`config.mk`:
```
export PLATFORM = sky130hd
export DESIGN_NAME = q2e_sqrt_cell
export DESIGN_NICKNAME = d
export VERILOG_FILES = /design/src/rtl/core/q2e_pkg.sv /design/src/rtl/core/q2e_sqrt_cell.sv
export SDC_FILE = /design/constraint.sdc
export NUM_CORES = 1
export LEC_CHECK = 0
export ABC_AREA = 1
export BUFFER_PORTS_ARGS = -buffer_cell sky130_fd_sc_hd__buf_2
export CORE_AREA = 4 4 200 202
export CTS_BUF_LIST = sky130_fd_sc_hd__clkbuf_16
export DETAILED_ROUTE_END_ITERATION = 10
export DIE_AREA = 0 0 204 206
export PLACE_DENSITY_LB_ADDON = 0.3
export RECOVER_POWER = 50
export SKIP_LAST_GASP = 1
export SLEW_MARGIN = 20
export SYNTH_ARGS = -nofsm -noshare
export SYNTH_HDL_FRONTEND = slang
export SYNTH_SLANG_ARGS = --single-unit
export TNS_END_PERCENT = 30
```
`constraint.sdc`:
```
create_clock -name clk -period 1.9 [get_ports clk]
set_input_delay 0.285 -clock clk [delete_from_list [all_inputs] [get_ports clk]]
set_output_delay 0.285 -clock clk [all_outputs]
set_load 0.01 [all_outputs]
```
`src/rtl/core/q2e_pkg.sv`:
```
package q2e_pkg;

	localparam int unsigned CORDIC_STAGES_DEF = 16;
	localparam int unsigned TABLE_LEN = 24;

	localparam int unsigned QW = 16;
	localparam int unsigned PW = 32;
	localparam int unsigned VW = 35;
	localparam int unsigned CW = 38;
	localparam int unsigned ZW = 27;
	localparam int unsigned SB = 29;
	localparam int unsigned RW = 57;

	localparam logic signed [VW-1:0] ONE_Q28 = VW'(64'd1 << 28);
	localparam logic signed [ZW-1:0] DEG180_Q16 = ZW'(180 * 65536);
	localparam logic signed [ZW-1:0] ROLL_LIM = ZW'(23040);
	localparam logic signed [ZW-1:0] PITCH_LIM = ZW'(11520);

	localparam logic signed [ZW-1:0] ATAN_Q16 [TABLE_LEN] = '{
		27'sd2949120, 27'sd1740967, 27'sd919879, 27'sd466945,
		27'sd234379, 27'sd117304, 27'sd58665, 27'sd29335,
		27'sd14668, 27'sd7334, 27'sd3667, 27'sd1833,
		27'sd917, 27'sd458, 27'sd229, 27'sd115,
		27'sd57, 27'sd29, 27'sd14, 27'sd7,
		27'sd4, 27'sd2, 27'sd1, 27'sd0
	};

	typedef struct packed {
		logic signed [VW-1:0] roll_x;
		logic signed [VW-1:0] roll_y;
		logic signed [VW-1:0] yaw_x;
		logic signed [VW-1:0] yaw_y;
		logic signed [SB-1:0] s;
		logic                 clamp;
		logic                 neg;
	} pass_t;

	typedef struct packed {
		logic signed [CW-1:0] x;
		logic signed [CW-1:0] y;
		logic signed [ZW-1:0] z;
	} vec_t;

	// fold left half plane into the right one
	function automatic vec_t cordic_pre(input logic signed [CW-1:0] x,
			input logic signed [CW-1:0] y);
		vec_t v;
		v.x = x;
		v.y = y;
		v.z = '0;
		if (x < 0) begin
			v.z = (y >= 0) ? DEG180_Q16 : -DEG180_Q16;
			v.x = -x;
			v.y = -y;
		end
		return v;
	endfunction

	// Q16 degrees to Q7, round half up, saturate
	function automatic logic signed [15:0] sat_q7(input logic signed [ZW-1:0] z,
			input logic signed [ZW-1:0] lim);
		logic signed [ZW-1:0] d;
		d = (z + ZW'(256)) >>> 9;
		if (d > lim)
			d = lim;
		if (d < -lim)
			d = -lim;
		return d[15:0];
	endfunction

endpackage

```
`src/rtl/core/q2e_sqrt_cell.sv`:
```
module q2e_sqrt_cell import q2e_pkg::*; #(
	parameter int unsigned BIT = 0
) (
	input  logic          clk,
	input  logic          en,
	input  logic [RW-1:0] rem_i,
	input  logic [SB-1:0] root_i,
	input  pass_t         pass_i,
	output logic [RW-1:0] rem_o,
	output logic [SB-1:0] root_o,
	output pass_t         pass_o
);

	logic [RW+1:0] trial;

	assign trial = ((RW+2)'(root_i) << (BIT + 1)) + ((RW+2)'(1) << (2 * BIT));

	always_ff @(posedge clk) begin
		if (en) begin
			pass_o <= pass_i;
			if ({2'b00, rem_i} >= trial) begin
				rem_o  <= rem_i - trial[RW-1:0];
				root_o <= root_i | (SB'(1) << BIT);
			end else begin
				rem_o  <= rem_i;
				root_o <= root_i;
			end
		end
	end

endmodule

```
After elaboration in Yosys (flattened, before gate mapping)
Cells that the tools add are included.
W data, S select, Z words.
{"block": "word_totals", "mem_bits_rw": 0, "romBits": 0, "mem_count": 0, "latch_bits": 0, "output_inout_bits": 257, "regBits": 257, "input_bits": 259}
{"block": "classes", "n_reduce_logical": 0, "div_mod_pow": 0, "add_sub_neg": 2, "bitwise": 0, "mux": 1, "n_eq_ne": 0, "multipliers": 0, "shifts": 0, "n_lt_le_gt_ge": 1}
{"operator": "$ge A57 B31 Y1", "n": 1}
{"operator": "$mux W57", "n": 1}
{"operator": "$sub A57 B31 Y57", "n": 1}
{"operator": "$add A30 B1 Y31 const B", "n": 1}

Logic depth before layout (Yosys ltp)
Gate-level depths: netlist of run 1.
{"block": "logic_depth", "ltp_word": 3, "mapped_depth": 16, "ltp_nobuf": 16}

Worst setup path after synthesis of run 1
No wires, ideal clock.
{"block": "synth_path", "path_type": "input-to-reg", "start": "input root_i[6]", "end": "register rem_o[26], data pin", "n_path_buf": 1, "setup_ns": 0.252, "t_arrival_ns": 1.708, "required_time_ns": 1.648, "stages": 14, "slack_ns": -0.060, "cell_sequence": "inv_1 ha_1 nand2_1 nor2_2 nand3_1 nand3_2 nand3_1 nand2_1 nand2_2 nand2_4 inv_6 buf_8 nand2_1 nand2_1"}
{"block": "synth_via", "elab_chain_cells": 3, "elab_cells_between_ends": 4}
{"element": "from (decl)", "line_no": "q2e_sqrt_cell.sv:7", "text": "input logic [SB-1:0] root_i,"}
{"element": "$add A30 B1 Y31 *", "line_no": "q2e_sqrt_cell.sv:16", "text": "assign trial = ((RW+2)'(root_i) << (BIT + 1)) + ((RW+2)'(1) << (2 * BIT));"}
{"element": "$sub A57 B31 Y57 / $ge A57 B31 Y1 (equally long branches)", "line_no": "q2e_sqrt_cell.sv:22, q2e_sqrt_cell.sv:21"}
{"element": "$mux W57 *", "line_no": "q2e_sqrt_cell.sv:21", "text": "if ({2'b00, rem_i} >= trial) begin"}
{"element": "to (signal assigned)", "line_no": "q2e_sqrt_cell.sv:22", "text": "rem_o <= rem_i - trial[RW-1:0];"}
{"element": "to (signal assigned)", "line_no": "q2e_sqrt_cell.sv:25", "text": "rem_o <= rem_i;"}
{"element": "to (decl)", "line_no": "q2e_sqrt_cell.sv:9", "text": "output logic [RW-1:0] rem_o,"}
Mark *: on every way between the ends. The rest lies on a longest branch, timed or not.
A chain may end at the register's enable or synchronous reset.

Worst setup path in the final report of run 1
{"block": "layout_path", "start": "input root_i[0]", "end": "register rem_o[55], data pin"}
The elaborated chain is that of the path after synthesis.

==> results by group, run 1 <==
Synthesis
  – Syn_area_per_cell: about 9.7 um^2
  – Compound-cell area share of the yosys netlist: ~2.1%
  – Seq/Total Area, Yosys: around 63%
  – Post-Synth Simple-Gate Area: approximately 23%
  – Instance count of the mapped netlist: 1274
  – Post-synth top cells: 457 x nand2_1, 257 x edfxtp_1, 225 x inv_1
  – Largest family of logic cells by synthesized area: simple AND/OR/NAND/NOR gates
  – Yosys reg bits: roughly 260
  – Yosys warns: 0
  – Syn nets: roughly 1600
  – Leading post-synthesis cells by cell area: edfxtp_1 63%, nand2_1 14%, inv_1 6.9%
  – Count leader, synth: nand2_1
  – Async SR Flop Fraction: 0%
  – Synth Area in XOR/XNOR: 1.634%
  – Number of synthesized flops with an enable pin: roughly 260
  – Mapped Area: 12330 um^2
  – Yosys top cell by area: edfxtp_1
  – Share of the synthesized area in the top cell type: between 60% and 70%
  – Ys flop type: edfxtp_1
  – Adder-Cell Fraction of Synth Area: roughly 3.2%
  – Multiplexer share of the synthesized area: 0%
  – Yosys cell types: 31

Die
  – I/O Pins: 516
  – Std cell rows: roughly 70
  – Die Wd: roughly 200 um
  – Initial Util: 32.20%
  – Die ar.: around 42000 um^2
  – Die Ht: 206 um
  – Core footprint: between 30000 and 40000 um^2

Placement
  – RePlAce Congestion: roughly 0.91
  – Placed Area: between 15000 and 20000 um^2
  – Port buffer count: slightly above 500
  – Pre-CTS setup slack: -506.4 ps
  – Final HPWL DP: 41260 um

Finish
  – Final Cell Area: 20250 um^2
  – Share of layout cells above drive strength 1: 36.03%
  – Area grow syn2layout: 64.25%
  – Util after Layout: around 53%
  – Final Net Count: between 2000 and 2500

Worst setup path
  – Crit-path cells: buf_2 -> inv_1 -> ha_4 -> nand3_1 -> nand3_1 -> nand2_1 -> nand2_1 -> nand2_1 -> nand3_1 -> a21oi_1 -> inv_1 -> nand2_1 -> nand2_1
  – Startpoint types: input port
  – Crit path buf inv count: 3
  – WP data arrival: approximately 2200 ps
  – Max stage delay on crit path: ~370 ps
  – CP Class: in -> reg
  – Worst Path Required: about 2200 ps
  – CP Capture Type: register
  – Peak fanout along the critical path: 4
  – Cell mode on critical path: nand2_1
  – CP delay by family, top: simple AND/OR/NAND/NOR gates
  – Slowest cell on the critical path: a21oi_1

Global route
  – Vias in the first global route: 12622
  – Initial antenna violation count: 7
  – Pin count of the biggest net entering global routing: 55
  – Total grt overflow: 0
  – Tot GR Track Use: around a quarter
  – Global-route wire length before repair: roughly 76000 um

Detailed routing
  – 1st-iter DRT viols: 603
  – Routed Wire Length: about 53000 um
  – Avg Vias per Cell: between 4 and 5
  – Drt first pass iters: 5
  – DR vias: approximately 12000
  – Drt drc: 0
  – Post-DRT Antenna Nets: 0
  – DR WL/cell: approximately 19 um

Power and ir drop
  – Power Dens Cells: approximately 790 nW/um^2
  – PnR Total Power: 15.94 mW
  – Worst VDD drop: roughly 830 uV
  – Leak pwr: 9.618 nW

Run
  – Max-Cap Viols: 0

CTS
  – Clock transition at path regs: approximately 60 ps
  – CTS Sinks: approximately 260
  – CTS Buffer Depth: 3
  – H-tree lvl count: 1
  – CTS tree: yes
  – CTS Buf Count: 30
  – Root Driver: clkbuf_16

STA
  – Setup TNS: 0 ps
  – Tmin final: around 1900 ps
  – Final Max Tran Viols: 0
  – Worst slew margin: around 8.3%
  – RSZ-0062 raised after global routing: yes
  – Final setup violation count: 0
  – Hold Fails Final Rpt: 0
  – Final WS setup: around 50 ps
  – Final period utilization: a little over nine tenths
  – Maximum clock rate: about 540 MHz
  – Worst Max-Slew Pin Slew: roughly 1400 ps

Hold path
  – HP Class: in -> reg

Status
  – Status: completed
==> registers in the layout, indices dropped and copies added, names as in the netlist <==
signal and flops:
pass_o 171, rem_o 57, root_o 29
==> cell usage in the layout, fill, tap and decap left out, types with 2 or more instances in the layout <==
cell / netlist / routed
and2_1: 7 / 7
clkinvlp_4: 0 / 6
a21oi_1: 19 / 18
inv_1: 225 / 225
nor2_1: 108 / 101
clkinv_2: 0 / 4
nand2_2: 1 / 18
dlygate4sd3_1: 0 / 198
nand2_1: 457 / 439
ha_1: 30 / 2
buf_12: 0 / 4
edfxtp_1: 257 / 257
clkinv_4: 0 / 2
clkbuf_2: 0 / 3
nand2_4: 1 / 2
clkbuf_16: 0 / 31
buf_2: 2 / 481
bufinv_16: 0 / 2
o21ai_0: 4 / 4
clkinv_1: 0 / 4
nand3_2: 2 / 3
inv_6: 1 / 4
nand3b_1: 7 / 7
nor2_2: 7 / 10
a21oi_2: 16 / 17
nand4_1: 15 / 15
inv_2: 2 / 4
clkbuf_1: 0 / 34
ha_4: 0 / 28
buf_6: 2 / 4
nor2_4: 0 / 4
nor3_1: 7 / 7
nor3b_1: 2 / 2
xor2_1: 22 / 22
nand3_1: 69 / 68
buf_4: 4 / 168
diode_2: 0 / 6
==> per-stage QoR <==
step           instances  hold WS, ps
6_report            2736        46.58
4_1_cts             2729        11.86
3_3_place_gp        2477        462.5
2_1_floorplan       1274        383.9
5_1_grt             2736        37.07
3_5_place_dp        2477        463.1
==> timing repair <==
item	CTS	global route
setup buffers	0	1
endpoints found under the hold margin	198	0
gates resized for setup	0	7
endpoints found under the setup margin	0	40
hold buffers	198	0
==> power breakdown <==
group / switching [mW] / internal (mW) / total (mW)
registers: 0.147 / 6.83 / 6.98
logic: 1.81 / 1.50 / 3.31
clock network: 2.40 / 3.24 / 5.64
total: 4.36 / 11.6 / 15.9
==> cells by family (layout without fill, tap and decap cells) <==
family                     after synthesis  in the layout
and+or+nand+nor                        686            686
DFF                                    257            257
xor gates and xnor gates                23             23
other                                    0              6
buffers and inverters                  237           1175
AOI/OAI and AO/OA                       40             40
adders and majority gates               31             31
==> per-layer routing <==
metal / track usage (%) / part of all wire (%) / up-vias
li1: - / - / 5929
met1: 27.92 / 38 / 5769
met2: 44.06 / 51 / 418
met3: 3.844 / 5.8 / 99
met4: 10.39 / 4.9 / 0
met5: 0 / 0 / -
==> tightest hold or removal path, stage by stage <==
cell	delay, ps
buf_2	110
nand2_1	50
nand2_1	50
==> layout make-up <==
cell class | count | area [um^2]
antenna | 6 | 15.01
sequential | 257 | 7717
clock inverter | 23 | 191.4
timing repair buffer | 893 | 5922
tap | 518 | 648.1
multi-input combinational | 780 | 4120
clock buffer | 31 | 775.7
fill | 3473 | 18040
inverter | 228 | 860.8
==> worst paths after layout <==
| path | startpoint | end | slack [ps] | cells past startpoint |
|---|---|---|---|---|
| setup / recovery | root_i[0] | rem_o[55] | 50 | 13 |
| hold / removal | rem_i[8] | rem_o[8] | 50 | 3 |
(Power assumes the default switching activity.)
==> inputs of run 2 (changes only) <==
--- a/config.mk
+++ b/config.mk
@@ -11,6 +11,7 @@
 export CTS_BUF_LIST = sky130_fd_sc_hd__clkbuf_16
 export DETAILED_ROUTE_END_ITERATION = 10
 export DIE_AREA = 0 0 204 206
+export GPL_TIMING_DRIVEN = 0
 export PLACE_DENSITY_LB_ADDON = 0.3
 export RECOVER_POWER = 50
 export SKIP_LAST_GASP = 1
==> results by group, run 2 (synthesis results as in run 1) <==
Status
  – Status: completed

STA
  – Final setup violation count: 0
  – Worst Max-Slew Pin Slew: ~1400 ps
  – Hold Fails Final Rpt: 0
  – Final WS setup: about 90 ps
  – Final Max Tran Viols: 0
  – RSZ-0062 raised after global routing: yes
  – Setup TNS: 0 ps
  – Hold WS: 58.60 ps
  – Tmin final: about 1800 ps
  – Final period utilization: between 90% and 100%
  – Worst slew margin: under 10%
  – Maximum clock rate: approximately 550 MHz

Placement
  – Port buffer count: about 520
  – Post-Place Cells: around 2300
  – RePlAce Congestion: around 0.9
  – Pre-CTS setup slack: -765.6 ps
  – Final HPWL DP: approximately 40000 um

Global route
  – Met1 global-route usage: about a quarter
  – Total grt overflow: 0
  – Vias in the first global route: about 12000
  – Tot GR Track Use: between 20% and 30%
  – Busiest grt layer: met2
  – GR Util met2: 41.61%
  – Initial antenna violation count: 7
  – Global-route wire length before repair: a little over 70000 um
  – Pin count of the biggest net entering global routing: 101
  – Grt met3 use: under 10%

Worst setup path
  – Worst Path Required: between 2000 and 2500 ps
  – Startpoint types: input port
  – CP Class: in -> reg
  – WP data arrival: roughly 2100 ps
  – CP Capture Type: register
  – Peak fanout along the critical path: 4

Finish
  – Finished Layout Cells: between 2000 and 3000
  – Leading cell type in the layout, fill and taps excluded: buf_2
  – Area grow syn2layout: 55.21%
  – Most frequent cells in the layout: 488 x buf_2, 431 x nand2_1, 257 x edfxtp_1
  – Final Net Count: 2318
  – Max reg flops: about 170
  – Share of layout cells above drive strength 1: approximately a third
  – Fillers: between 3000 and 4000
  – Most flops, register: pass_o
  – Top Registers: pass_o: 171 flops, rem_o: 57 flops, root_o: 29 flops

Detailed routing
  – Post-DRT Antenna Nets: 0
  – DR WL/cell: between 15 and 20 um
  – Drt drc: 0
  – DR vias: 11484
  – Routed Wire Length: about 51000 um
  – 1st-iter DRT viols: roughly 660
  – Avg Vias per Cell: approximately 4.5
  – Drt first pass iters: 5

Die
  – Core footprint: around 38000 um^2
  – Initial Util: between 30% and 40%
  – Die ar.: about 42000 um^2
  – Die Ht: 206 um
  – Die Wd: between 200 and 250 um
  – I/O Pins: ~520
  – Std cell rows: slightly above 70

CTS
  – CTS Buf Count: 29
  – CTS tree: yes
  – H-tree lvl count: 1
  – CTS Buffer Depth: 3
  – CTS Sinks: roughly 260
  – Clock transition at path regs: about 60 ps
  – Root Driver: clkbuf_16

Hold path
  – Hold wc startpoint: rem_i[8]
  – Hold worst-path end: rem_o[8]
  – Hold path cells: 3
  – HP Class: in -> reg

Power and ir drop
  – Worst VDD drop: 569.9 uV
  – Power Dens Cells: around 820 nW/um^2
  – PnR Total Power: between 15 and 20 mW
  – Leak pwr: around 8.9 nW

Run
  – Max-Cap Viols: 0
[run 2: cell types whose count changed in the layout (fill, tap and decap cells not counted), sizes merged]
cell / delta
diode: -1
clkinvlp: -3
buf: -154
bufinv: +2
dlygate4sd3: +1
clkbuf: -10
[run 2: area by class of cell]
type	instances	area (um^2)	share of cell area, %
multi-input cells	780	4205	21.98
plain buffers	9	100.1	0.5231
repair buffers	723	4639	24.24
clock buffers	29	725.7	3.792
inverters	228	863.3	4.512
diodes	5	12.51	0.06538
clock inverters	22	224.0	1.170
flip-flops and latches	257	7717	40.33
well taps	518	648.1	3.387
[run 2: how the worst max path moves through the flow]
stage / cells past startpoint / start / to / slack (ps)
6_report: 15 / root_i[17] / rem_o[35] / 90
5_1_grt: 15 / root_i[15] / rem_o[25] / -30
4_1_cts: 14 / root_i[28] / rem_o[31] / 4
3_5_place_dp: 12 / root_i[24] / rem_o[42] / -770
3_3_place_gp: 1 / en / pass_o[158] / -3060
2_1_floorplan: 12 / root_i[28] / rem_o[26] / 3
[run 2: layer usage]
layer / part of all wire (%) / wire length, um
met3: 6.6 / 3339
met2: 51 / 25610
met1: 38 / 18980
met4: 5.2 / 2617
met5: 0.053 / 27
[run 2: metrics by stage]
step                      instance area, um^2  utilization (%)
after global routing                    19140            49.98
final                                   19140            49.98
after floorplan                         12760                -
after global placement                  15990            41.76
after detailed placement                16060            41.93
after CTS                               19020            49.68
[run 2: worst max-delay path, stage by stage]
cell and delay (ps):
buf_2 110, inv_1 110, ha_4 240, nand2_4 80
inv_1 60, nand2_1 60, nand2_1 90, inv_1 70
nand2_1 120, inv_1 90, nand3_1 290, a21oi_1 340
inv_1 80, nand2_1 60, nand2_1 60
[run 2: what timing repair did]
item | 4_1_cts | 5_1_grt
pin swaps | 1 | 5
gates cloned | 0 | 0
setup buffers | 0 | 7
setup endpoints to repair | 57 | 57
hold endpoints to repair | 199 | 0
gates resized for setup | 5 | 27
hold buffers | 199 | 0
[run 2: report_power, final]
part	switching [mW]	internal [mW]	total (mW)
registers	0.127	6.83	6.96
clock network	2.33	3.32	5.65
logic	1.74	1.25	2.99
total	4.20	11.4	15.6
