===== config.mk =====
export PLATFORM = sky130hd
export DESIGN_NAME = q2e_cordic_cell
export DESIGN_NICKNAME = d
export VERILOG_FILES = /design/src/rtl/core/q2e_pkg.sv /design/src/rtl/core/q2e_cordic_cell.sv
export SDC_FILE = /design/constraint.sdc
export NUM_CORES = 1
export LEC_CHECK = 0
export BUFFER_PORTS_ARGS = -buffer_cell sky130_fd_sc_hd__buf_4
export CAP_MARGIN = 30
export CORE_UTILIZATION = 30
export DETAILED_ROUTE_END_ITERATION = 8
export PLACE_DENSITY = 0.45
export SYNTH_ARGS = -nofsm -noshare
export SYNTH_HDL_FRONTEND = slang
export SYNTH_SLANG_ARGS = --single-unit

===== constraint.sdc =====
create_clock -name clk -period 4.5 [get_ports clk]
set_input_delay 1.35 -clock clk [delete_from_list [all_inputs] [get_ports clk]]
set_output_delay 1.35 -clock clk [all_outputs]
set_load 0.02 [all_outputs]

===== src/rtl/core/q2e_pkg.sv =====
package q2e_pkg;

	localparam int unsigned CORDIC_STAGES_DEF = 16;
	localparam int unsigned TABLE_LEN = 24;

	localparam int unsigned QW = 16;
	localparam int unsigned PW = 32;
	localparam int unsigned VW = 35;
	localparam int unsigned CW = 38;
	localparam int unsigned ZW = 27;
	localparam int unsigned SB = 29;
	localparam int unsigned RW = 57;

	localparam logic signed [VW-1:0] ONE_Q28 = VW'(64'd1 << 28);
	localparam logic signed [ZW-1:0] DEG180_Q16 = ZW'(180 * 65536);
	localparam logic signed [ZW-1:0] ROLL_LIM = ZW'(23040);
	localparam logic signed [ZW-1:0] PITCH_LIM = ZW'(11520);

	localparam logic signed [ZW-1:0] ATAN_Q16 [TABLE_LEN] = '{
		27'sd2949120, 27'sd1740967, 27'sd919879, 27'sd466945,
		27'sd234379, 27'sd117304, 27'sd58665, 27'sd29335,
		27'sd14668, 27'sd7334, 27'sd3667, 27'sd1833,
		27'sd917, 27'sd458, 27'sd229, 27'sd115,
		27'sd57, 27'sd29, 27'sd14, 27'sd7,
		27'sd4, 27'sd2, 27'sd1, 27'sd0
	};

	typedef struct packed {
		logic signed [VW-1:0] roll_x;
		logic signed [VW-1:0] roll_y;
		logic signed [VW-1:0] yaw_x;
		logic signed [VW-1:0] yaw_y;
		logic signed [SB-1:0] s;
		logic                 clamp;
		logic                 neg;
	} pass_t;

	typedef struct packed {
		logic signed [CW-1:0] x;
		logic signed [CW-1:0] y;
		logic signed [ZW-1:0] z;
	} vec_t;

	// fold left half plane into the right one
	function automatic vec_t cordic_pre(input logic signed [CW-1:0] x,
			input logic signed [CW-1:0] y);
		vec_t v;
		v.x = x;
		v.y = y;
		v.z = '0;
		if (x < 0) begin
			v.z = (y >= 0) ? DEG180_Q16 : -DEG180_Q16;
			v.x = -x;
			v.y = -y;
		end
		return v;
	endfunction

	// Q16 degrees to Q7, round half up, saturate
	function automatic logic signed [15:0] sat_q7(input logic signed [ZW-1:0] z,
			input logic signed [ZW-1:0] lim);
		logic signed [ZW-1:0] d;
		d = (z + ZW'(256)) >>> 9;
		if (d > lim)
			d = lim;
		if (d < -lim)
			d = -lim;
		return d[15:0];
	endfunction

endpackage


===== src/rtl/core/q2e_cordic_cell.sv =====
module q2e_cordic_cell import q2e_pkg::*; #(
	parameter int unsigned STAGE = 0
) (
	input  logic clk,
	input  logic en,
	input  vec_t vec_i,
	output vec_t vec_o
);

	logic signed [CW-1:0] xs, ys;

	assign xs = vec_i.x >>> STAGE;
	assign ys = vec_i.y >>> STAGE;

	always_ff @(posedge clk) begin
		if (en) begin
			if (vec_i.y > 0) begin
				vec_o.x <= vec_i.x + ys;
				vec_o.y <= vec_i.y - xs;
				vec_o.z <= vec_i.z + ATAN_Q16[STAGE];
			end else if (vec_i.y < 0) begin
				vec_o.x <= vec_i.x - ys;
				vec_o.y <= vec_i.y + xs;
				vec_o.z <= vec_i.z - ATAN_Q16[STAGE];
			end else begin
				vec_o <= vec_i;
			end
		end
	end

endmodule


* After elaboration in Yosys (flattened, before gate mapping) *
Cells that the tools add are included.

word-level totals
  input port bits = 105
  bits in registers = 103

cells by class
  muxes and demuxes = 2
  add/subtract/negate cells = 5
  magnitude comparators = 2

operator list
  operator                                                                          count
  103-bit two-way mux                                                               2
  38-bit subtractor                                                                 2
  38-bit adder                                                                      1
  38-bit by 1-bit greater-than comparator with 1-bit output, second input constant  1
  38-bit by 1-bit < comparator with 1-bit output, second input constant             1
  27-bit by 23-bit adder with 27-bit output, second input constant                  1
  27-bit by 23-bit subtractor with 27-bit output, second input constant             1

* Depth between registers and ports, before layout *
Gate-level depths: netlist of the first run.

  depth after elaboration = 3
  gate-level depth with buffers = 14
  mapped depth without buffers = 13

* Least setup slack after synthesis of the first run *
No wires, ideal clock.

  kind = input-to-reg
  start point = in vec_i[27] (netlist bit)
  end point = reg vec_o[57] (netlist bit), data pin
  path buffers = 0
  path slack = 445 ps
  library setup time = 265 ps
  stages = 12
  data arrival time = 3790 ps
  cells stage by stage = ha_1 > fa_1 > nand2b_1 > a21oi_1 > nor4_1 > and4bb_2 > nor3_2 > o22ai_1 > or3_4 > a21bo_1 > a221oi_1 > a21oi_1

between the ends
  longest elaborated chain between the ends = 3

ends and longest elaborated chain
  element                                                                         line                                          text
  start: declaration                                                              q2e_cordic_cell.sv:6                          input vec_t vec_i,
  38-bit adder or 38-bit by 1-bit < comparator with 1-bit output (tied branches)  q2e_cordic_cell.sv:23, q2e_cordic_cell.sv:21
  103-bit two-way mux                                                             q2e_cordic_cell.sv:21                         end else if (vec_i.y < 0) begin
  103-bit two-way mux (*)                                                         q2e_cordic_cell.sv:17                         if (vec_i.y > 0) begin
  end signal: assignment                                                          q2e_cordic_cell.sv:26                         vec_o <= vec_i;
  end: declaration                                                                q2e_cordic_cell.sv:7                          output vec_t vec_o

Mark *: on every way between the ends. The rest lies on a longest branch, timed or not.
A chain may end at the register's enable or synchronous reset.

* Final worst setup path of the first run *
  start point = in vec_i[27] (netlist bit)
  end point = reg vec_o[99] (netlist bit), data pin

between the ends
  longest elaborated chain between the ends = 3

ends and longest elaborated chain
  element                                                                              line
  38-bit subtractor or 38-bit by 1-bit < comparator with 1-bit output (tied branches)  q2e_cordic_cell.sv:22, q2e_cordic_cell.sv:21
  103-bit two-way mux                                                                  q2e_cordic_cell.sv:21
  103-bit two-way mux (*)                                                              q2e_cordic_cell.sv:17

Marked as above.

==> impl_summary.txt, run 1 <==
----------------------------------------------------
[Yosys]
  Async set-or-reset flop fraction in the synthesized netlist ... 0%
  Commonest cells in the netlist ... 188 x a21oi_1, 121 x ha_1, 110 x nor2_1
  Library cell with the largest summed area after synthesis ... edfxtp_1
  Largest cells by area after synthesis ... edfxtp_1 28%, ha_1 14%, a21oi_1 8.4%
  Yosys top cell area share ... ~28%
  Synth Area per Inst ... a little over 8 µm²
  Count of flip-flops with a built-in enable after synthesis ... 103
  Sequential area share after synthesis ... 27.7%
  Yosys cell types ... just under 90
  Synthesized netlist net count ... approximately 1600
  Flop and latch count out of synthesis ... 103
  Mapped Area ... 11200 µm²
  Synth Warn # ... 0
  Primary flip-flop cell chosen by synthesis mapping ... edfxtp_1
  Most frequent cell after synthesis ... a21oi_1
  Number of standard cells after synthesis ... ~1400

[Power and ir drop]
  Power density normalized to cell area ... 272 nW/µm²
  Total chip power ... 4130 µW
  Leakage dissipation ... 0.00695 µW
  Maximum ir drop on the vdd rail ... 0.000198 V

[Floorplan]
  Area of the die ... 38000 µm²
  X dimension of the die ... 195 µm
  Count of pins on the block boundary ... 208
  Height of the die ... 195 µm
  Initial Util ... 30.5%
  Number of standard-cell rows in the floorplan ... 70
  Floorplan core area ... 36600 µm²

[Clock tree]
  Deepest clock path buffer count ... 2
  PostCTS Resize Cnt ... 0
  Total clock buffers created by CTS ... 9
  Number of buffers added to fix hold violations after cts ... 0
  CTS tree ... yes
  Deepest level of the CTS H-tree ... 3
  Post-CTS setup repair buffer count ... 0
  Clock-pin transition on the worst setup and hold timing paths ... 0.11 ns
  Root buf cell ... clkbuf_16
  # clock sinks ... ~100

[Placed design]
  Weighted congestion reported at the end of routability-driven placement ... between 0.8 and 0.9
  Port buffer count ... about 210
  Detailed-placement wirelength estimate ... 37300 µm
  Cell total after placement ... 2219

[STA]
  Minimum period implied by the final worst setup slack ... between 4 and 5 ns
  Share of the cycle needed by the critical path after routing ... 95.9%
  Max-slew violation total from the final report ... 0
  Total negative slack ... 0 ns
  Final setup violation count ... 0
  Worst-case headroom to the max-slew limit ... between 50% and 60%
  Unrepaired setup endpoints after global routing ... false
  Fin. Hold Viols ... 0
  Slew @ Worst Pin ... between 0.6 and 0.7 ns
  Worst slack on hold paths ... 1.13 ns
  Max Fclk ... about 230 MHz

[Run status]
  Status ... finished, final reports clean

[Layout]
  Top flop regs ... vec_o x103
  Reg with most FFs ... vec_o
  Ratio of cells with drive above 1 in the final layout ... 28.7%
  Post-layout nets ... 1991
  Area growth, synth to finish ... 36.2%
  Number of flip-flops in the largest register ... 103
  Final cell count without fillers ... 2235
  Number of inserted diodes ... 0

[Setup path]
  Kind of critical path ... in -> reg
  Category of the worst setup path capture point ... flip-flop
  CP Data Required Time ... 4.67 ns
  Top fanout value on the critical path ... 5
  CP Data Arrival Time ... 4.48 ns
  Worst Setup Start Kind ... input port

[Global routing]
  Gr usage total ... 24.5%
  Number of antenna violations at the first check in global routing ... 0
  Residual overflow from global routing ... 0
  Pin count of the biggest net entering global routing ... 61
  Number of global-route vias before repair ... 11800
  First-pass GRT wire length ... 71100 µm

[Detailed routing]
  Average vias per placed instance ... 5.47
  Routed len/inst ... 21.0 µm
  DRC violation count after routing ... 0
  Vias post-DR ... 12200
  Wire length reported by the detailed router ... ~47000 µm
  First-pass iteration count of the detailed router ... 6
  Antenna Violating Nets Remaining ... 0
  First-iteration detailed-routing DRC count ... 899

[Worst hold path]
  Type of the worst min-delay path ... in -> reg
  Startpoint of the worst hold path ... vec_i[8]
  Cell count of the worst hold path ... 1
  Hold endpoint ... vec_o[8]$_DFFE_PP_

[Flow run]
  Count of max-cap constraint violations ... 0

----------------------------------------------------
[worst max-delay path by stage]
stage,from,endpoint,slack [ns]
after floorplan,vec_i[27],vec_o[57]$_DFFE_PP_,0.45
after global placement,vec_i[27],vec_o[99]$_DFFE_PP_,-0.07
after detailed placement,vec_i[29],vec_o[61]$_DFFE_PP_,-0.16
after CTS,vec_i[29],vec_o[61]$_DFFE_PP_,0.25
after global routing,vec_i[29],vec_o[100]$_DFFE_PP_,0.03
final,vec_i[27],vec_o[99]$_DFFE_PP_,0.19
[cell usage in the layout (no fill, tap or decap), drive strengths merged, types with 31 or more instances in the layout]
| master | n |
|---|---|
| o21ai | 91 |
| nor3 | 31 |
| nand2 | 98 |
| ha | 121 |
| buf | 452 |
| a21o | 37 |
| a21oi | 190 |
| edfxtp | 103 |
| inv | 115 |
| nor2 | 110 |
| o21bai | 39 |
[power breakdown]
part	switching (µW)	leakage, µW	internal, µW
Combinational	1130	0.00579	842
Sequential	41.2	0.00101	1220
Clock	456	0.000154	447
Total	1620	0.00695	2510
[cells by family (layout without fill, tap and decap cells)]
group | Yosys count | in the layout | synth area share, %
flip-flops | 103 | 103 | 27.7
buffers and inverters | 196 | 583 | 6.85
AO/OA/AOI/OAI | 557 | 557 | 32.7
multiplexers | 10 | 10 | 0.920
AND/OR/NAND/NOR | 361 | 361 | 15.4
adder cells (fa/ha/maj) | 124 | 124 | 14.1
XOR/XNOR | 29 | 29 | 2.28
[layout make-up]
cell class                 count  area, µm²
fill                        3780      21400
multi-input combinational   1081       7310
timing repair buffer         452       3460
sequential                   103       3090
tap                          468        586
inverter                     115        432
clock buffer                   9        225
clock inverter                 7       90.1
[stage by stage]
step	setup slack (ns)	util, %	cell area [µm²]
finish	0.187	41.5	15200
global route	0.0265	41.5	15200
CTS	0.250	41.5	15200
detailed placement	-0.159	40.6	14900
global placement	-0.0717	40.6	14900
floorplan	0.445	-	11200
[worst max-delay path, stage by stage]
cell      delay (ns)
buf_4           0.13
ha_1            0.22
fa_1            0.39
nor2b_1         0.12
o21ai_0         0.09
buf_4           0.14
a21bo_2         0.22
a21oi_1         0.50
a31oi_1         0.30
a31oi_1         0.24
buf_4           0.16
a21o_1          0.24
a211oi_1        0.13
mux2i_1         0.19
a211oi_1        0.06
[layer usage]
| metal | vias to the layer above | routed length [µm] | GRT usage [%] |
|---|---|---|---|
| li1 | 5882 | - | - |
| met1 | 5831 | 22100 | 34.4 |
| met2 | 463 | 20600 | 38.1 |
| met3 | 51 | 3050 | 4.18 |
| met4 | 0 | 1160 | 7.55 |
| met5 | - | 0 | 0 |
(Power assumes the default switching activity.)
==> run 2: changes to the inputs <==
--- a/config.mk
+++ b/config.mk
@@ -10,6 +10,9 @@
 export CORE_UTILIZATION = 30
 export DETAILED_ROUTE_END_ITERATION = 8
 export PLACE_DENSITY = 0.45
+export RECOVER_POWER = 25
+export REMOVE_ABC_BUFFERS = 1
 export SYNTH_ARGS = -nofsm -noshare
 export SYNTH_HDL_FRONTEND = slang
 export SYNTH_SLANG_ARGS = --single-unit
+export TNS_END_PERCENT = 5
==> impl_summary.txt, run 2 (synthesis results as in run 1) <==
----------------------------------------------------
[Power and ir drop]
  Maximum ir drop on the vdd rail ... 0.000198 V (-0.16%)
  Leakage dissipation ... 0.00685 µW (-1.5%)
  Power density normalized to cell area ... 275 nW/µm² (+1.2%)

[Clock tree]
  Post-CTS setup repair buffer count ... 0 (unchanged)
  Clock-pin transition on the worst setup and hold timing paths ... 0.09 ns (-0.02 ns)
  Deepest level of the CTS H-tree ... 3 (unchanged)
  CTS tree ... yes
  # clock sinks ... 103 (unchanged)
  Total clock buffers created by CTS ... 9 (unchanged)
  Root buf cell ... clkbuf_16
  Deepest clock path buffer count ... 2 (unchanged)

[Detailed routing]
  DRC violation count after routing ... 0 (unchanged)
  First-iteration detailed-routing DRC count ... 1151 (+28%)
  Antenna Violating Nets Remaining ... 0 (unchanged)
  First-pass iteration count of the detailed router ... 5 (-1)
  Vias post-DR ... 12100 (-1.3%)
  Wire length reported by the detailed router ... 46700 µm (-0.57%)
  Routed len/inst ... 21.0 µm (about the same)
  Average vias per placed instance ... 5.43 (-0.67%)

[Placed design]
  Port buffer count ... 207 (unchanged)
  Detailed-placement wirelength estimate ... 36900 µm (-1.2%)
  Instance area after placement ... 14800 µm² (-0.71%)
  Weighted congestion reported at the end of routability-driven placement ... 0.928 (+3.2%)

[Global routing]
  Residual overflow from global routing ... 0 (unchanged)
  Pin count of the biggest net entering global routing ... 63 (+3.3%)
  Gr usage total ... 24.1% (-0.39 points)
  First-pass GRT wire length ... 69600 µm (-2.0%)
  Number of global-route vias before repair ... 11500 (-3.1%)
  Number of antenna violations at the first check in global routing ... 1 (+1)

[Floorplan]
  Initial Util ... 30.5% (unchanged)
  Number of standard-cell rows in the floorplan ... 70 (unchanged)
  Height of the die ... 195 µm (unchanged)
  Count of pins on the block boundary ... 208 (unchanged)
  Floorplan core area ... 36600 µm² (unchanged)
  X dimension of the die ... 195 µm (unchanged)
  Area of the die ... 38000 µm² (unchanged)

[Layout]
  Area growth, synth to finish ... 35.0%
  Reg with most FFs ... vec_o
  Most common cell after layout, fill and taps aside ... buf_4
  Number of inserted diodes ... 0 (unchanged)
  Leading cell types in the layout, fill and taps excluded ... 405 x buf_4, 188 x a21oi_1, 121 x ha_1
  Number of flip-flops in the largest register ... 103 (unchanged)
  Post-layout nets ... 1977 (-0.70%)
  Ratio of cells with drive above 1 in the final layout ... 27.5% (-1.2 points)
  Final Cell Area ... 15100 µm² (-0.86%)
  Top flop regs ... vec_o x103

[STA]
  Share of the cycle needed by the critical path after routing ... 95.5% (-0.38 points)
  Final setup violation count ... 0 (unchanged)
  Max Fclk ... 233 MHz (+0.40%)
  Worst-case headroom to the max-slew limit ... -74.1% (-130 points)
  Minimum period implied by the final worst setup slack ... 4.30 ns (-0.0171 ns)
  Total negative slack ... 0 ns (unchanged)
  Slew @ Worst Pin ... 2.61 ns (+1.92 ns)
  Fin. Hold Viols ... 0 (unchanged)
  Unrepaired setup endpoints after global routing ... false
  Max-slew violation total from the final report ... 42 (+42)

[Setup path]
  CP top delay family ... compound AO/OA/AOI/OAI gates
  Most prevalent standard cell on the critical path ... buf_4
  Series of cell instances along the critical path ... buf_4 -> inv_1 -> ha_1 -> buf_4 -> nor2b_1 -> o21ai_0 -> a21bo_2 -> a21oi_1 -> buf_4 -> a31oi_1 -> a31oi_1 -> buf_4 -> a21o_1 -> a211oi_1 -> mux2i_1 -> a211oi_1
  CP Data Required Time ... 4.66 ns (about the same)
  Kind of critical path ... in -> reg
  Category of the worst setup path capture point ... flip-flop
  Worst stage delay on the critical path ... 0.45 ns (-0.05 ns)
  Worst setup startpoint ... vec_i[29]
  Worst Setup Start Kind ... input port
  Number of buffers and inverters on the critical path ... 5 (+2)
  Worst path slowest cell ... a31oi_1
  CP Data Arrival Time ... 4.45 ns (-0.03 ns)
  Top fanout value on the critical path ... 9 (+4)

[Run status]
  Status ... complete, but fails checks
  Violations in the final reports ... max-capacitance violations, max-slew violations

[Worst hold path]
  Startpoint of the worst hold path ... vec_i[2]
  Type of the worst min-delay path ... in -> reg
  Cell count of the worst hold path ... 1 (unchanged)
  Hold endpoint ... vec_o[2]$_DFFE_PP_

[Flow run]
  Count of max-cap constraint violations ... 1 (+1)

----------------------------------------------------
run 2: cell count changes in the layout (fill, tap and decap cells not counted):
cell and change:
buf_4 -42, o311ai_0 -1, clkbuf_4 +16, bufinv_16 +1, clkinv_4 -1, inv_8 -1
clkinv_1 -1, clkbuf_1 +12, o311ai_1 +1, clkinv_2 +1, inv_6 +1
run 2: routing by layer:
layer | global-route usage [%] | routed length, µm | up-vias
met2 | 37.8 | 20600 | 418
met3 | 3.14 | 2590 | 47
met5 | 0 | 8 | -
li1 | - | - | 5843
met1 | 34.0 | 22300 | 5759
met4 | 8.08 | 1140 | 2
run 2: stage by stage:
| step | utilization [%] | setup WS [ns] | cells | total power (µW) | hold WS, ns |
|---|---|---|---|---|---|
| final | 41.2 | 0.204 | 2221 | 4140 | 1.15 |
| after global routing | 41.2 | 0.0207 | 2221 | 4350 | 1.15 |
| after CTS | 41.3 | 0.134 | 2221 | 4170 | 1.11 |
| after detailed placement | 40.4 | -0.301 | 2205 | 3210 | 1.53 |
| after global placement | 40.4 | -0.230 | 2205 | 3210 | 1.53 |
| after floorplan | - | -1.39 | 1299 | 2270 | 1.45 |
run 2: worst max-delay path by stage:
stage,to,slack (ns),depth (start not counted)
2_1_floorplan,vec_o[25]$_DFFE_PP_,-1.39,9
3_3_place_gp,vec_o[61]$_DFFE_PP_,-0.23,13
3_5_place_dp,vec_o[61]$_DFFE_PP_,-0.30,13
4_1_cts,vec_o[61]$_DFFE_PP_,0.13,13
5_1_grt,vec_o[57]$_DFFE_PP_,0.02,13
6_report,vec_o[99]$_DFFE_PP_,0.20,16
run 2: power by group:
| part | switching, µW | leakage [µW] | internal, µW | total, µW |
|---|---|---|---|---|
| logic | 1120 | 0.00567 | 818 | 1940 |
| clock network | 443 | 0.000165 | 500 | 943 |
| registers | 39.3 | 0.00101 | 1220 | 1260 |
run 2: cell type report:
| type | count | area [µm²] |
|---|---|---|
| fill | 3792 | 21500 |
| clock inverter | 7 | 110 |
| sequential | 103 | 3090 |
| clock buffer | 9 | 225 |
| inverter | 115 | 432 |
| timing repair buffer | 438 | 3310 |
| tap | 468 | 586 |
| multi-input combinational | 1081 | 7310 |
run 2: timing repair:
action,CTS,global route
hold buffers,0,0
gates resized for setup,0,1
endpoints found under the setup margin,0,1
==> run 3: changes to the inputs <==
--- a/config.mk
+++ b/config.mk
@@ -7,7 +7,9 @@
 export LEC_CHECK = 0
 export BUFFER_PORTS_ARGS = -buffer_cell sky130_fd_sc_hd__buf_4
 export CAP_MARGIN = 30
+export CORE_MARGIN = 2
 export CORE_UTILIZATION = 30
+export CTS_BUF_LIST = sky130_fd_sc_hd__clkbuf_4
 export DETAILED_ROUTE_END_ITERATION = 8
 export PLACE_DENSITY = 0.45
 export RECOVER_POWER = 25
==> impl_summary.txt, run 3 (synthesis results as in run 1) <==
----------------------------------------------------
[Run status]
  Status ... complete, but fails checks
  Violations in the final reports ... max-capacitance violations, max-slew violations

[Setup path]
  CP Data Required Time ... 4.87 ns (+0.21 ns)
  CP Data Arrival Time ... 4.45 ns (about the same)
  Kind of critical path ... in -> reg
  Top fanout value on the critical path ... 5 (-4)
  Series of cell instances along the critical path ... buf_4 -> inv_1 -> ha_1 -> a21oi_1 -> a21bo_2 -> a32oi_1 -> a22oi_1 -> a21oi_1 -> a211oi_1 -> o21ai_1 -> buf_4 -> a211oi_1 -> xnor2_1 -> mux2_2
  Worst Setup Start Kind ... input port
  Category of the worst setup path capture point ... flip-flop
  Worst stage delay on the critical path ... 0.47 ns (+0.02 ns)
  Worst path slowest cell ... a211oi_1

[Placed design]
  Instance area after placement ... 14900 µm² (+0.71%)
  Detailed-placement wirelength estimate ... 36900 µm (+0.11%)
  Weighted congestion reported at the end of routability-driven placement ... 0.929 (+0.11%)
  Port buffer count ... 207 (unchanged)
  Worst slack at placement ... -0.136 ns (+0.164 ns)

[Clock tree]
  Post-CTS setup repair buffer count ... 0 (unchanged)
  Total clock buffers created by CTS ... 9 (unchanged)
  Number of buffers added to fix hold violations after cts ... 0 (unchanged)
  Deepest level of the CTS H-tree ... 3 (unchanged)
  CTS tree ... yes
  PostCTS Resize Cnt ... 0 (unchanged)
  # clock sinks ... 103 (unchanged)
  Clock-pin transition on the worst setup and hold timing paths ... 0.21 ns (+0.12 ns)
  Root buf cell ... clkbuf_4
  Deepest clock path buffer count ... 2 (unchanged)

[Power and ir drop]
  Pint ... 2240 µW (-12%)
  Power share of the sequential group ... 33.1% (+2.7 points)
  Logic gate share of total power ... 51.5% (+4.6 points)
  Share of power burned in the clock network ... 15.4% (-7.4 points)
  Switching power share of the total ... 41.3% (+2.5 points)
  Power density normalized to cell area ... 254 nW/µm² (-7.7%)
  Total chip power ... 3810 µW (-7.9%)
  Leakage dissipation ... 0.00686 µW (+0.17%)
  Switching power summed over all nets ... 1570 µW (-2.0%)
  Maximum ir drop on the vdd rail ... 0.000128 V (-36%)

[Layout]
  Ratio of cells with drive above 1 in the final layout ... 28.5% (+0.99 points)
  Most common cell after layout, fill and taps aside ... buf_4
  Top flop regs ... vec_o x103
  Leading cell types in the layout, fill and taps excluded ... 422 x buf_4, 188 x a21oi_1, 121 x ha_1
  Post-layout nets ... 1986 (+0.46%)
  Area growth, synth to finish ... 34.6%
  Reg with most FFs ... vec_o
  Number of flip-flops in the largest register ... 103 (unchanged)
  Final Cell Area ... 15000 µm² (-0.30%)
  Share of the core filled with cells in the final layout ... 41.0% (-0.12 points)

[Detailed routing]
  Wire length reported by the detailed router ... 47400 µm (+1.5%)
  Average vias per placed instance ... 5.46 (+0.48%)
  First-iteration detailed-routing DRC count ... 890 (-23%)
  Routed len/inst ... 21.2 µm (+1.1%)
  Antenna Violating Nets Remaining ... 0 (unchanged)
  DRC violation count after routing ... 0 (unchanged)
  First-pass iteration count of the detailed router ... 6 (+1)
  Vias post-DR ... 12200 (+0.94%)

[STA]
  Worst-case headroom to the max-slew limit ... -86.2% (-12 points)
  Unrepaired setup endpoints after global routing ... false
  Total negative slack ... 0 ns (unchanged)
  Slew @ Worst Pin ... 2.79 ns (+0.182 ns)
  Share of the cycle needed by the critical path after routing ... 90.7% (-4.8 points)
  Minimum period implied by the final worst setup slack ... 4.08 ns (-0.217 ns)
  Final setup violation count ... 0 (unchanged)
  Setup ws final ... 0.420 ns (+0.217 ns)
  Fin. Hold Viols ... 0 (unchanged)
  Max-slew violation total from the final report ... 104 (+150%)
  Max Fclk ... 245 MHz (+5.3%)

[Worst hold path]
  Type of the worst min-delay path ... in -> reg

[Global routing]
  Pin count of the biggest net entering global routing ... 104 (+65%)
  Number of global-route vias before repair ... 12000 (+4.3%)
  First-pass GRT wire length ... 71100 µm (+2.2%)
  Gr usage total ... 24.2% (+0.11 points)
  Residual overflow from global routing ... 0 (unchanged)
  Number of antenna violations at the first check in global routing ... 1 (unchanged)

[Floorplan]
  Number of standard-cell rows in the floorplan ... 70 (unchanged)
  Area of the die ... 38700 µm² (+2.1%)
  X dimension of the die ... 197 µm (+1.0%)
  Initial Util ... 30.5% (unchanged)
  Height of the die ... 197 µm (+1.0%)
  Count of pins on the block boundary ... 208 (unchanged)
  Floorplan core area ... 36600 µm² (unchanged)

[Flow run]
  Count of max-cap constraint violations ... 1 (unchanged)

----------------------------------------------------
==> run 3: cell types whose count changed in the layout (fill, tap and decap cells not counted), moves of 2 or more <==
cell       previous run  this run
buf_12                5         7
clkbuf_1             12         1
clkbuf_4             16        25
buf_4               405       422
clkbuf_16             9         0
==> run 3: area by class of cell <==
type	count	area, µm²
fill	3801	21600
multi-input combinational	1081	7310
timing repair buffer	447	3440
sequential	103	3090
tap	468	586
inverter	115	432
clock inverter	7	88.8
clock buffer	9	67.6
antenna	1	2.50
==> run 3: path summary, 6_finish.rpt <==
kind / start / to / slack, ns / cells past startpoint
hold / removal: vec_i[2] / vec_o[2]$_DFFE_PP_ / 0.96 / 1
setup / recovery: vec_i[29] / vec_o[100]$_DFFE_PP_ / 0.42 / 14
==> run 3: layer usage <==
metal | GRT usage [%] | wire, µm | vias up
li1 | - | - | 5866
met1 | 33.6 | 22300 | 5807
met4 | 9.75 | 1530 | 0
met5 | 0 | 0 | -
met3 | 3.23 | 2720 | 70
met2 | 37.9 | 20800 | 439
==> run 3: stage by stage <==
| stage | hold WS (ns) | cells |
|---|---|---|
| 2_1_floorplan | 1.45 | 1299 |
| 3_3_place_gp | 1.53 | 2214 |
| 3_5_place_dp | 1.53 | 2214 |
| 4_1_cts | 0.869 | 2230 |
| 5_1_grt | 0.917 | 2231 |
| 6_report | 0.964 | 2231 |
==> run 3: power groups by stage <==
stage	registers [µW]	logic, µW	clock network (µW)
after floorplan	1440	838	0
after global placement	1280	1950	0
after detailed placement	1280	1940	0
after CTS	1260	1960	628
after global routing	1270	2130	639
final	1260	1960	589
==> run 3: worst max-delay path: cells and delay by family <==
kind / cells / cell delay (ns)
AO/OA/AOI/OAI: 8 / 2.05
XOR/XNOR: 1 / 0.10
adder cells (fa/ha/maj): 1 / 0.35
buffers and inverters: 3 / 0.33
multiplexers: 1 / 0.27
